**config.mk**
```make
export PLATFORM = sky130hd
export DESIGN_NAME = rounded_rect_pixel_writer_top
export DESIGN_NICKNAME = d
export VERILOG_FILES = /design/src/design/rrpw_pkg.sv /design/src/design/rounded_rect_pixel_writer_top.sv /design/src/design/rrpw_scan.sv /design/src/design/rrpw_square.sv /design/src/design/rrpw_emit.sv
export SDC_FILE = /design/constraint.sdc
export NUM_CORES = 2
export LEC_CHECK = 0
export BUFFER_PORTS_ARGS = -buffer_cell sky130_fd_sc_hd__buf_4
export CAP_MARGIN = 10
export CORE_ASPECT_RATIO = 0.7
export CORE_MARGIN = 1.5
export CORE_UTILIZATION = 65
export CTS_CLUSTER_DIAMETER = 200
export DETAILED_ROUTE_END_ITERATION = 7
export PLACE_DENSITY_LB_ADDON = 0.15
export SLEW_MARGIN = 20
export SYNTH_ARGS = -nofsm -noshare
export SYNTH_HDL_FRONTEND = slang
export SYNTH_HIERARCHICAL = 1
export SYNTH_SLANG_ARGS = --single-unit
```
**constraint.sdc**
```tcl
create_clock -name clk -period 10.2 [get_ports clk]
set_input_delay 1.53 -clock clk [delete_from_list [all_inputs] [get_ports clk]]
set_output_delay 1.53 -clock clk [all_outputs]
set_load 0.005 [all_outputs]
```
**src/design/rrpw_pkg.sv**
```systemverilog
// Shared types and constants for the rounded rectangle pixel writer.
`default_nettype none

package rrpw_pkg;

	localparam int COORD_BITS_DEF = 12;
	localparam int ADDR_W         = 32;
	localparam int COLOR_W        = 32;
	localparam int PITCH_W        = 16;
	localparam int SROWS_W        = 12;
	localparam int CFG_INDEX_W    = 2;
	localparam int CFG_DATA_W     = 32;

	// Configuration register indexes
	typedef enum logic [CFG_INDEX_W-1:0] {
		REG_BUFFER_BASE = 2'd0,
		REG_ROW_PITCH   = 2'd1,
		REG_SCREEN_ROWS = 2'd2
	} cfg_reg_t;

	// Input word kind, carried on tuser
	typedef enum logic {
		ACT_START   = 1'b0,
		ACT_ADVANCE = 1'b1
	} action_t;

	// Per-word control that rides along the pipeline
	typedef struct packed {
		logic pixel;        // advance step with an active scan: candidate write
		logic last;         // final pixel step, or nothing active
		logic near_left;
		logic near_right;
		logic near_top;
		logic near_bottom;
	} step_ctl_t;

endpackage

`default_nettype wire

```
**src/design/rounded_rect_pixel_writer_top.sv**
```systemverilog
// Top level of the rounded rectangle pixel writer: ports, config registers, pipeline.
`default_nettype none

// Rounded rectangle pixel writer. A start word (tuser 0) latches the rectangle and
// resets the raster scan; each advance word (tuser 1) visits one pixel, left to right,
// top to bottom, and yields exactly one output word: a pixel write (tuser 1) with its
// back-buffer byte address, or a skipped step (tuser 0, address and data zero). tlast
// marks the final pixel of a rectangle, an empty start, or an advance with nothing
// active. One word is taken per clock unless the output stalls; the only loop is the
// scan counter update at the input, so throughput is one word per cycle while m_tready
// holds. Three register stages: offsets at the input stage, squarers and the row-pitch
// multiplier in the second, corner compares and the address sum into the output
// register. Write configuration only while idle.
module rounded_rect_pixel_writer_top #(
	parameter int COORD_BITS  = rrpw_pkg::COORD_BITS_DEF,
	parameter int IN_TDATA_W  = ((5 * COORD_BITS - 1 + rrpw_pkg::COLOR_W + 7) / 8) * 8
) (
	input  wire                             clk,
	input  wire                             arst_n,
	input  wire                             s_tvalid,
	output logic                            s_tready,
	// left, top, span_x, span_y, corner_radius, fill_color, zero pad
	input  wire  [IN_TDATA_W-1:0]           s_tdata,
	// action
	input  wire                             s_tuser,
	output logic                            m_tvalid,
	input  wire                             m_tready,
	// write_address, write_data
	output logic [63:0]                     m_tdata,
	// write_valid
	output logic                            m_tuser,
	output logic                            m_tlast,
	input  wire                             cfg_we,
	input  wire  [rrpw_pkg::CFG_INDEX_W-1:0] cfg_index,
	input  wire  [rrpw_pkg::CFG_DATA_W-1:0]  cfg_data
);
	import rrpw_pkg::*;

	localparam int C = COORD_BITS;

	logic [ADDR_W-1:0]  buffer_base_q;
	logic [PITCH_W-1:0] row_pitch_q;
	logic [SROWS_W-1:0] screen_rows_q;

	logic                  valid_s1, ready_s2, valid_s2, ready_s3;
	step_ctl_t             ctl_s1, ctl_s2;
	logic signed [C+1:0]   ax_l_s1, ax_r_s1, ay_t_s1, ay_b_s1;
	logic [C-2:0]          radius_s1;
	logic [C:0]            col_s1, row_s1, col_s2;
	logic [COLOR_W-1:0]    color_s1, color_s2;
	logic [2*C+3:0]        sq_l_s2, sq_r_s2, sq_t_s2, sq_b_s2;
	logic [2*C-3:0]        r2_s2;
	logic [ADDR_W-1:0]     prod_s2;
	logic [ADDR_W-1:0]     write_address_s3;
	logic [COLOR_W-1:0]    write_data_s3;

	// Configuration registers
	always_ff @(posedge clk or negedge arst_n) begin
		if (!arst_n) begin
			buffer_base_q <= '0;
			row_pitch_q   <= '0;
			screen_rows_q <= '0;
		end else if (cfg_we) begin
			unique case (cfg_index)
				REG_BUFFER_BASE: buffer_base_q <= cfg_data[ADDR_W-1:0];
				REG_ROW_PITCH:   row_pitch_q   <= cfg_data[PITCH_W-1:0];
				REG_SCREEN_ROWS: screen_rows_q <= cfg_data[SROWS_W-1:0];
				default: ;
			endcase
		end
	end

	rrpw_scan #(.COORD_BITS(COORD_BITS)) u_scan (
		.clk           (clk),
		.arst_n        (arst_n),
		.in_valid      (s_tvalid),
		.in_ready      (s_tready),
		.action        (s_tuser),
		.left          (s_tdata[C-1:0]),
		.top           (s_tdata[2*C-1:C]),
		.span_x        (s_tdata[3*C-1:2*C]),
		.span_y        (s_tdata[4*C-1:3*C]),
		.corner_radius (s_tdata[5*C-2:4*C]),
		.fill_color    (s_tdata[5*C-2+COLOR_W:5*C-1]),
		.valid_s1      (valid_s1),
		.ready_s2      (ready_s2),
		.ctl_s1        (ctl_s1),
		.ax_l_s1       (ax_l_s1),
		.ax_r_s1       (ax_r_s1),
		.ay_t_s1       (ay_t_s1),
		.ay_b_s1       (ay_b_s1),
		.radius_s1     (radius_s1),
		.col_s1        (col_s1),
		.row_s1        (row_s1),
		.color_s1      (color_s1)
	);

	rrpw_square #(.COORD_BITS(COORD_BITS)) u_square (
		.clk         (clk),
		.arst_n      (arst_n),
		.valid_s1    (valid_s1),
		.ready_s2    (ready_s2),
		.ctl_s1      (ctl_s1),
		.ax_l_s1     (ax_l_s1),
		.ax_r_s1     (ax_r_s1),
		.ay_t_s1     (ay_t_s1),
		.ay_b_s1     (ay_b_s1),
		.radius_s1   (radius_s1),
		.col_s1      (col_s1),
		.row_s1      (row_s1),
		.color_s1    (color_s1),
		.screen_rows (screen_rows_q),
		.row_pitch   (row_pitch_q),
		.valid_s2    (valid_s2),
		.ready_s3    (ready_s3),
		.ctl_s2      (ctl_s2),
		.sq_l_s2     (sq_l_s2),
		.sq_r_s2     (sq_r_s2),
		.sq_t_s2     (sq_t_s2),
		.sq_b_s2     (sq_b_s2),
		.r2_s2       (r2_s2),
		.prod_s2     (prod_s2),
		.col_s2      (col_s2),
		.color_s2    (color_s2)
	);

	rrpw_emit #(.COORD_BITS(COORD_BITS)) u_emit (
		.clk              (clk),
		.arst_n           (arst_n),
		.valid_s2         (valid_s2),
		.ready_s3         (ready_s3),
		.ctl_s2           (ctl_s2),
		.sq_l_s2          (sq_l_s2),
		.sq_r_s2          (sq_r_s2),
		.sq_t_s2          (sq_t_s2),
		.sq_b_s2          (sq_b_s2),
		.r2_s2            (r2_s2),
		.prod_s2          (prod_s2),
		.col_s2           (col_s2),
		.color_s2         (color_s2),
		.buffer_base      (buffer_base_q),
		.valid_s3         (m_tvalid),
		.out_ready        (m_tready),
		.write_valid_s3   (m_tuser),
		.write_address_s3 (write_address_s3),
		.write_data_s3    (write_data_s3),
		.last_s3          (m_tlast)
	);

	assign m_tdata = {write_data_s3, write_address_s3};

endmodule

`default_nettype wire

```
**src/design/rrpw_scan.sv**
```systemverilog
// Rectangle and scan state, corner offsets and the first pipeline stage.
`default_nettype none

module rrpw_scan #(
	parameter int COORD_BITS = 12
) (
	input  wire                           clk,
	input  wire                           arst_n,
	input  wire                           in_valid,
	output logic                          in_ready,
	input  wire                           action,
	input  wire  [COORD_BITS-1:0]         left,
	input  wire  [COORD_BITS-1:0]         top,
	input  wire  [COORD_BITS-1:0]         span_x,
	input  wire  [COORD_BITS-1:0]         span_y,
	input  wire  [COORD_BITS-2:0]         corner_radius,
	input  wire  [rrpw_pkg::COLOR_W-1:0]  fill_color,
	output logic                          valid_s1,
	input  wire                           ready_s2,
	output rrpw_pkg::step_ctl_t           ctl_s1,
	output logic signed [COORD_BITS+1:0]  ax_l_s1,
	output logic signed [COORD_BITS+1:0]  ax_r_s1,
	output logic signed [COORD_BITS+1:0]  ay_t_s1,
	output logic signed [COORD_BITS+1:0]  ay_b_s1,
	output logic [COORD_BITS-2:0]         radius_s1,
	output logic [COORD_BITS:0]           col_s1,
	output logic [COORD_BITS:0]           row_s1,
	output logic [rrpw_pkg::COLOR_W-1:0]  color_s1
);
	import rrpw_pkg::*;

	localparam int C   = COORD_BITS;
	localparam int D_W = COORD_BITS + 2;

	logic [C-1:0]       rect_left_q;
	logic [C-1:0]       rect_top_q;
	logic [C-1:0]       rect_width_q;
	logic [C-1:0]       rect_height_q;
	logic [C-2:0]       rect_radius_q;
	logic [COLOR_W-1:0] rect_color_q;
	logic [C-1:0]       scan_col_q;
	logic [C-1:0]       scan_row_q;
	logic               scan_active_q;

	logic               accept;
	logic               is_start;
	logic               empty_in;
	logic signed [D_W-1:0] dx_e, dy_e, r_e, wr_e, hr_e;
	logic               col_end, row_end;
	step_ctl_t          ctl_d;

	assign in_ready = !valid_s1 || ready_s2;
	assign accept   = in_valid && in_ready;
	assign is_start = (action == ACT_START);
	assign empty_in = (span_x == '0) || (span_y == '0);

	// Offsets from the corner centers, all in signed arithmetic
	assign dx_e = $signed({2'b00, scan_col_q});
	assign dy_e = $signed({2'b00, scan_row_q});
	assign r_e  = $signed({3'b000, rect_radius_q});
	assign wr_e = $signed({2'b00, rect_width_q}) - r_e;
	assign hr_e = $signed({2'b00, rect_height_q}) - r_e;

	// End of row and end of rectangle
	assign col_end = ({1'b0, scan_col_q} + (C+1)'(1)) >= {1'b0, rect_width_q};
	assign row_end = ({1'b0, scan_row_q} + (C+1)'(1)) >= {1'b0, rect_height_q};

	// Control for the word being accepted
	always_comb begin
		ctl_d             = '0;
		ctl_d.near_left   = dx_e < r_e;
		ctl_d.near_top    = dy_e < r_e;
		ctl_d.near_right  = dx_e > wr_e;
		ctl_d.near_bottom = dy_e > hr_e;
		if (is_start) begin
			ctl_d.last = empty_in;
		end else if (!scan_active_q) begin
			ctl_d.last = 1'b1;
		end else begin
			ctl_d.pixel = 1'b1;
			ctl_d.last  = col_end && row_end;
		end
	end

	// Rectangle and raster scan state
	always_ff @(posedge clk or negedge arst_n) begin
		if (!arst_n) begin
			rect_left_q   <= '0;
			rect_top_q    <= '0;
			rect_width_q  <= '0;
			rect_height_q <= '0;
			rect_radius_q <= '0;
			rect_color_q  <= '0;
			scan_col_q    <= '0;
			scan_row_q    <= '0;
			scan_active_q <= 1'b0;
		end else if (accept) begin
			if (is_start) begin
				rect_left_q   <= left;
				rect_top_q    <= top;
				rect_width_q  <= span_x;
				rect_height_q <= span_y;
				rect_radius_q <= corner_radius;
				rect_color_q  <= fill_color;
				scan_col_q    <= '0;
				scan_row_q    <= '0;
				scan_active_q <= !empty_in;
			end else if (scan_active_q) begin
				if (col_end) begin
					scan_col_q <= '0;
					if (row_end) begin
						scan_row_q    <= '0;
						scan_active_q <= 1'b0;
					end else begin
						scan_row_q <= scan_row_q + C'(1);
					end
				end else begin
					scan_col_q <= scan_col_q + C'(1);
				end
			end
		end
	end

	// Stage 1 valid
	always_ff @(posedge clk or negedge arst_n) begin
		if (!arst_n) begin
			valid_s1 <= 1'b0;
		end else if (in_ready) begin
			valid_s1 <= in_valid;
		end
	end

	// Stage 1 payload
	always_ff @(posedge clk) begin
		if (accept) begin
			ctl_s1    <= ctl_d;
			ax_l_s1   <= dx_e - r_e;
			ax_r_s1   <= dx_e - wr_e;
			ay_t_s1   <= dy_e - r_e;
			ay_b_s1   <= dy_e - hr_e;
			radius_s1 <= rect_radius_q;
			col_s1    <= {1'b0, rect_left_q} + {1'b0, scan_col_q};
			row_s1    <= {1'b0, rect_top_q} + {1'b0, scan_row_q};
			color_s1  <= rect_color_q;
		end
	end

`ifndef ASSERT_OFF
	a_idle_at_origin: assert property (@(posedge clk) disable iff (!arst_n)
		!scan_active_q |-> (scan_col_q == '0) && (scan_row_q == '0))
		else $error("idle scan not at origin");

	a_scan_inside: assert property (@(posedge clk) disable iff (!arst_n)
		scan_active_q |-> (scan_col_q < rect_width_q) && (scan_row_q < rect_height_q))
		else $error("scan position outside rectangle");

	a_empty_start_idle: assert property (@(posedge clk) disable iff (!arst_n)
		accept && is_start && empty_in |=> !scan_active_q)
		else $error("empty rectangle started a scan");
`endif

endmodule

`default_nettype wire

```
**src/design/rrpw_square.sv**
```systemverilog
// Second stage: corner offset squares, radius square and row address product.
`default_nettype none

module rrpw_square #(
	parameter int COORD_BITS = 12
) (
	input  wire                            clk,
	input  wire                            arst_n,
	input  wire                            valid_s1,
	output logic                           ready_s2,
	input  wire rrpw_pkg::step_ctl_t       ctl_s1,
	input  wire signed [COORD_BITS+1:0]    ax_l_s1,
	input  wire signed [COORD_BITS+1:0]    ax_r_s1,
	input  wire signed [COORD_BITS+1:0]    ay_t_s1,
	input  wire signed [COORD_BITS+1:0]    ay_b_s1,
	input  wire  [COORD_BITS-2:0]          radius_s1,
	input  wire  [COORD_BITS:0]            col_s1,
	input  wire  [COORD_BITS:0]            row_s1,
	input  wire  [rrpw_pkg::COLOR_W-1:0]   color_s1,
	input  wire  [rrpw_pkg::SROWS_W-1:0]   screen_rows,
	input  wire  [rrpw_pkg::PITCH_W-1:0]   row_pitch,
	output logic                           valid_s2,
	input  wire                            ready_s3,
	output rrpw_pkg::step_ctl_t            ctl_s2,
	output logic [2*COORD_BITS+3:0]        sq_l_s2,
	output logic [2*COORD_BITS+3:0]        sq_r_s2,
	output logic [2*COORD_BITS+3:0]        sq_t_s2,
	output logic [2*COORD_BITS+3:0]        sq_b_s2,
	output logic [2*COORD_BITS-3:0]        r2_s2,
	output logic [rrpw_pkg::ADDR_W-1:0]    prod_s2,
	output logic [COORD_BITS:0]            col_s2,
	output logic [rrpw_pkg::COLOR_W-1:0]   color_s2
);
	import rrpw_pkg::*;

	localparam int SQ_W   = 2 * COORD_BITS + 4;
	localparam int R2_W   = 2 * COORD_BITS - 2;
	localparam int ROW_W  = ((COORD_BITS + 1 > SROWS_W) ? COORD_BITS + 1 : SROWS_W) + 1;
	localparam int PROD_W = ROW_W + PITCH_W;

	logic               accept;
	logic signed [SQ_W-1:0] sq_l_d, sq_r_d, sq_t_d, sq_b_d;
	logic [R2_W-1:0]    r2_d;
	logic [ROW_W-1:0]   row_sum;
	logic [PROD_W-1:0]  prod_full;

	assign ready_s2 = !valid_s2 || ready_s3;
	assign accept   = valid_s1 && ready_s2;

	// Squares of the corner offsets
	assign sq_l_d = ax_l_s1 * ax_l_s1;
	assign sq_r_d = ax_r_s1 * ax_r_s1;
	assign sq_t_d = ay_t_s1 * ay_t_s1;
	assign sq_b_d = ay_b_s1 * ay_b_s1;
	assign r2_d   = radius_s1 * radius_s1;

	// Back buffer row times pitch
	assign row_sum   = ROW_W'(row_s1) + ROW_W'(screen_rows);
	assign prod_full = row_sum * row_pitch;

	always_ff @(posedge clk or negedge arst_n) begin
		if (!arst_n) begin
			valid_s2 <= 1'b0;
		end else if (ready_s2) begin
			valid_s2 <= valid_s1;
		end
	end

	always_ff @(posedge clk) begin
		if (accept) begin
			ctl_s2   <= ctl_s1;
			sq_l_s2  <= $unsigned(sq_l_d);
			sq_r_s2  <= $unsigned(sq_r_d);
			sq_t_s2  <= $unsigned(sq_t_d);
			sq_b_s2  <= $unsigned(sq_b_d);
			r2_s2    <= r2_d;
			prod_s2  <= ADDR_W'(prod_full);
			col_s2   <= col_s1;
			color_s2 <= color_s1;
		end
	end

endmodule

`default_nettype wire

```
**src/design/rrpw_emit.sv**
```systemverilog
// Output stage: corner rejection, write address sum and result register.
`default_nettype none

module rrpw_emit #(
	parameter int COORD_BITS = 12
) (
	input  wire                            clk,
	input  wire                            arst_n,
	input  wire                            valid_s2,
	output logic                           ready_s3,
	input  wire rrpw_pkg::step_ctl_t       ctl_s2,
	input  wire  [2*COORD_BITS+3:0]        sq_l_s2,
	input  wire  [2*COORD_BITS+3:0]        sq_r_s2,
	input  wire  [2*COORD_BITS+3:0]        sq_t_s2,
	input  wire  [2*COORD_BITS+3:0]        sq_b_s2,
	input  wire  [2*COORD_BITS-3:0]        r2_s2,
	input  wire  [rrpw_pkg::ADDR_W-1:0]    prod_s2,
	input  wire  [COORD_BITS:0]            col_s2,
	input  wire  [rrpw_pkg::COLOR_W-1:0]   color_s2,
	input  wire  [rrpw_pkg::ADDR_W-1:0]    buffer_base,
	output logic                           valid_s3,
	input  wire                            out_ready,
	output logic                           write_valid_s3,
	output logic [rrpw_pkg::ADDR_W-1:0]    write_address_s3,
	output logic [rrpw_pkg::COLOR_W-1:0]   write_data_s3,
	output logic                           last_s3
);
	import rrpw_pkg::*;

	localparam int SUM_W = 2 * COORD_BITS + 5;

	logic              accept;
	logic [SUM_W-1:0]  r2_e;
	logic              out_tl, out_bl, out_tr, out_br;
	logic              skip, wv;
	logic [ADDR_W-1:0] addr_d;

	assign ready_s3 = !valid_s3 || out_ready;
	assign accept   = valid_s2 && ready_s3;

	// Outside-the-arc tests for the four corners
	assign r2_e   = SUM_W'(r2_s2);
	assign out_tl = ctl_s2.near_left && ctl_s2.near_top &&
		((SUM_W'(sq_l_s2) + SUM_W'(sq_t_s2)) > r2_e);
	assign out_bl = ctl_s2.near_left && ctl_s2.near_bottom &&
		((SUM_W'(sq_l_s2) + SUM_W'(sq_b_s2)) > r2_e);
	assign out_tr = ctl_s2.near_right && ctl_s2.near_top &&
		((SUM_W'(sq_r_s2) + SUM_W'(sq_t_s2)) > r2_e);
	assign out_br = ctl_s2.near_right && ctl_s2.near_bottom &&
		((SUM_W'(sq_r_s2) + SUM_W'(sq_b_s2)) > r2_e);
	assign skip   = out_tl || out_bl || out_tr || out_br;
	assign wv     = ctl_s2.pixel && !skip;

	// Byte address in the back buffer, wrapping at 32 bits
	assign addr_d = buffer_base + prod_s2 + ADDR_W'({col_s2, 2'b00});

	always_ff @(posedge clk or negedge arst_n) begin
		if (!arst_n) begin
			valid_s3 <= 1'b0;
		end else if (ready_s3) begin
			valid_s3 <= valid_s2;
		end
	end

	always_ff @(posedge clk) begin
		if (accept) begin
			write_valid_s3   <= wv;
			write_address_s3 <= wv ? addr_d : '0;
			write_data_s3    <= wv ? color_s2 : '0;
			last_s3          <= ctl_s2.last;
		end
	end

`ifndef ASSERT_OFF
	a_no_write_zero: assert property (@(posedge clk) disable iff (!arst_n)
		valid_s3 && !write_valid_s3 |-> (write_address_s3 == '0) && (write_data_s3 == '0))
		else $error("skipped step carries address or data");
`endif

endmodule

`default_nettype wire
```
==> run summary <==
Post-synth top flop: edfxtp_1
PortBufs: 198
Fin crit period: 9.00 ns
Max-slew violation count: 0
Vias per inst: 6.02
Asr flop ratio synth: 0.307
EDFF count, synth: 405
Number of global-route vias before repair: 52500
Startpoint class of the critical path: register
Fill count: 8316
Final Util: 0.699
Core box area: 0.111 sq mm
Post-CTS Resized: 0
Die Y-Extent: 283 um
Die width: 403 um
Cell total after placement: 8631
H-tree depth: 2
Slew of the pin with the lowest slew margin: 1.19 ns
Grt total ovfl: 0
Clock tree buffer depth: 3
Crit path DAT: 9.45 ns
Skew-Pair Late Insertion Delay: 0.67 ns
DR vias: 52600
Fin area: 0.0775 sq mm
Synthesized area: 0.0727 sq mm
Iter 0 DRT Violations: 4879
Worst hold path class: register to register
Synth cell types: 110
Leading cell types in the layout, fill and taps excluded: 1178 x inv_1, 963 x fa_1, 776 x ha_1
Critical Path RT: 10.65 ns
Total Routed Length: 188000 um
Hold Path Cell Cnt: 0
Row count: 102
Post-detail-place hpwl: 152000 um
Final setup viols: 0
Layout cell share with drive strength beyond 1: 0.0796
CTS tree: built
Max-Cap Viols: 0
Post-CTS Setup Repair Bufs: 0
Starting Density: 0.656
Syn avg cell area: 10.2 sq um
Nets: 9110
Ports: 204
DRC viols: 0
Register area share after synthesis: 0.229
Worst-path fanout max: 16
RePlAce Congestion: 0.963
Final setup TNS: 0 ns
R2R depth: 27
Initial antenna violation count: 7
Fin. Hold Viols: 0
Finished Layout Cells: 8741
Post-route ant nets: 0
#FFs+latches synth: 584
Total GRT Usage: 0.336
Routed len/inst: 21.5 um
TritonCTS Buffers: 57
Clk pin slew, worst setup/hold paths: 0.07 ns
Final period utilization: 0.883
P&R area growth vs syn: 6.52%
Worst rel slew slack: 0.200
Clock Skew: 0.0535 ns
CP Class: register to register
Largest net degree at the start of global routing: 76
Yosys warns: 6
Hold Buf Count CTS: 0
DRT Pass-1 Iters: 5
RSZ-0062 raised after global routing: false
Area after DPL: 0.0755 sq mm
Commonest non-fill, non-tap cell in the layout: inv_1
Outcome: complete, no violations
FMAX: 0.111 GHz
Clk Tree Root Cell: clkbuf_16
Synthesized instance count: 7136
CTS Sinks: 584
First-pass GRT wire length: 296000 um
Kind of end point of the critical path: register
Die ar.: 0.114 sq mm
## metal layers
layer	share of wire	vias up	wire [um]	global-route usage
li1	-	23900	-	-
met1	0.45	26300	84900	0.518
met2	0.42	2218	79400	0.488
met3	0.11	225	20200	0.0772
met4	0.018	2	3440	0.0619
met5	0.00057	-	107	0.00668
## sequential cells by signal, summed over array words and instances (netlist names), 13 cells and up
name                     cells
row_pitch_q                 16
u_square/sq_b_s2            27
u_emit/write_data_s3        32
u_scan/rect_color_q         32
u_emit/write_address_s3     32
u_square/prod_s2            30
u_square/sq_t_s2            27
u_scan/ay_b_s1              14
u_scan/color_s1             32
u_scan/ax_r_s1              14
u_square/sq_r_s2            27
u_scan/col_s1               13
u_square/sq_l_s2            27
u_square/col_s2             13
u_square/color_s2           32
u_scan/row_s1               13
u_square/r2_s2              21
u_scan/ax_l_s1              13
u_scan/ay_t_s1              13
buffer_base_q               32
## cell type report
cell class,instances,area (sq um),share of cell area
Timing Repair Buffer,222,1690,0.0218
Sequential cell,584,16600,0.215
Multi-Input combinational cell,5187,50900,0.657
Clock inverter,41,420,0.00543
Inverter,1183,4450,0.0574
Clock buffer,66,1520,0.0196
Tap cell,1456,1820,0.0235
Antenna cell,2,5.00,0.0000646
## cells by family (layout without fill, tap and decap cells)
family | after synthesis | in the layout | share of synthesized area
adder cells (fa/ha/maj) | 1739 | 1739 | 0.399
AND/OR/NAND/NOR | 1753 | 1753 | 0.125
other | 1 | 9 | 0.0000516
buffers and inverters | 1371 | 1512 | 0.0727
flip-flops | 584 | 584 | 0.229
AO/OA/AOI/OAI | 1125 | 1125 | 0.102
multiplexers | 168 | 168 | 0.0254
XOR/XNOR | 395 | 395 | 0.0476
## critical path: stages (launching register included)
cell and delay (ns):
edfxtp_1 0.38, ha_1 0.24, fa_1 0.40, a21o_1 0.19, a21oi_1 0.27, o21bai_1 0.11, a21oi_1 0.46, o21bai_1 0.18
a21oi_2 0.31, xnor2_2 0.45, nand2_1 0.20, fa_1 0.59, inv_1 0.06, fa_1 0.59, fa_1 0.46, fa_1 0.48
fa_1 0.50, inv_1 0.05, fa_1 0.47, inv_1 0.04, ha_1 0.33, and3_1 0.21, nand2_1 0.11, nor4_2 0.66
o211ai_1 0.31, and2_1 0.25, o211a_1 0.24, a311oi_1 0.26
## metrics by stage
stage                     hold slack (ns)  setup WS, ns
after CTS                           0.412          1.58
final                               0.409          1.20
after floorplan                     0.400          2.63
after global placement              0.401          1.73
after global routing                0.422         0.895
after detailed placement            0.405          1.66
## path summary, 6_finish.rpt
check / slack [ns] / startpoint / to
max in group asynchronous: 7.43 / arst_n / u_scan/rect_radius_q[2]
setup / recovery: 1.20 / u_scan/row_s1[0] / u_square/prod_s2[29]
hold reg to reg: 0.41 / u_scan/ctl_s1[3] / u_square/ctl_s2[3]
hold / removal: 0.41 / u_scan/ctl_s1[3] / u_square/ctl_s2[3]
setup reg to reg: 1.20 / u_scan/row_s1[0] / u_square/prod_s2[29]
min in group asynchronous: 0.84 / arst_n / u_scan/rect_color_q[26]
## Yosys cell counts (all sizes together) (16+ instances only)
cell type | number | share of area
nor4 | 16 | 0.0015
o21ai | 239 | 0.016
or2 | 19 | 0.0017
and2 | 313 | 0.027
or3 | 28 | 0.0024
nor2 | 279 | 0.015
a221oi | 16 | 0.0021
xnor2 | 278 | 0.033
nand2b | 106 | 0.0093
o21bai | 43 | 0.0044
inv | 1179 | 0.061
buf | 37 | 0.0038
edfxtp | 405 | 0.17
o21a | 70 | 0.0072
xor2 | 117 | 0.014
mux2i | 35 | 0.0048
o31ai | 24 | 0.0027
nand4 | 46 | 0.0040
o211ai | 38 | 0.0040
dfrtp | 179 | 0.062
fa | 963 | 0.27
a21o | 127 | 0.013
nor2b | 68 | 0.0058
a21oi | 332 | 0.023
ha | 776 | 0.13
a211oi | 37 | 0.0039
nand3 | 92 | 0.0064
and3 | 56 | 0.0049
a31oi | 37 | 0.0033
mux2 | 133 | 0.021
clkbuf | 151 | 0.0078
nand2 | 556 | 0.029
nor3 | 92 | 0.0076
nor3b | 46 | 0.0070
Power is not shown: default switching activity piles up to over one toggle a cycle in this logic, so the estimate is an artifact.
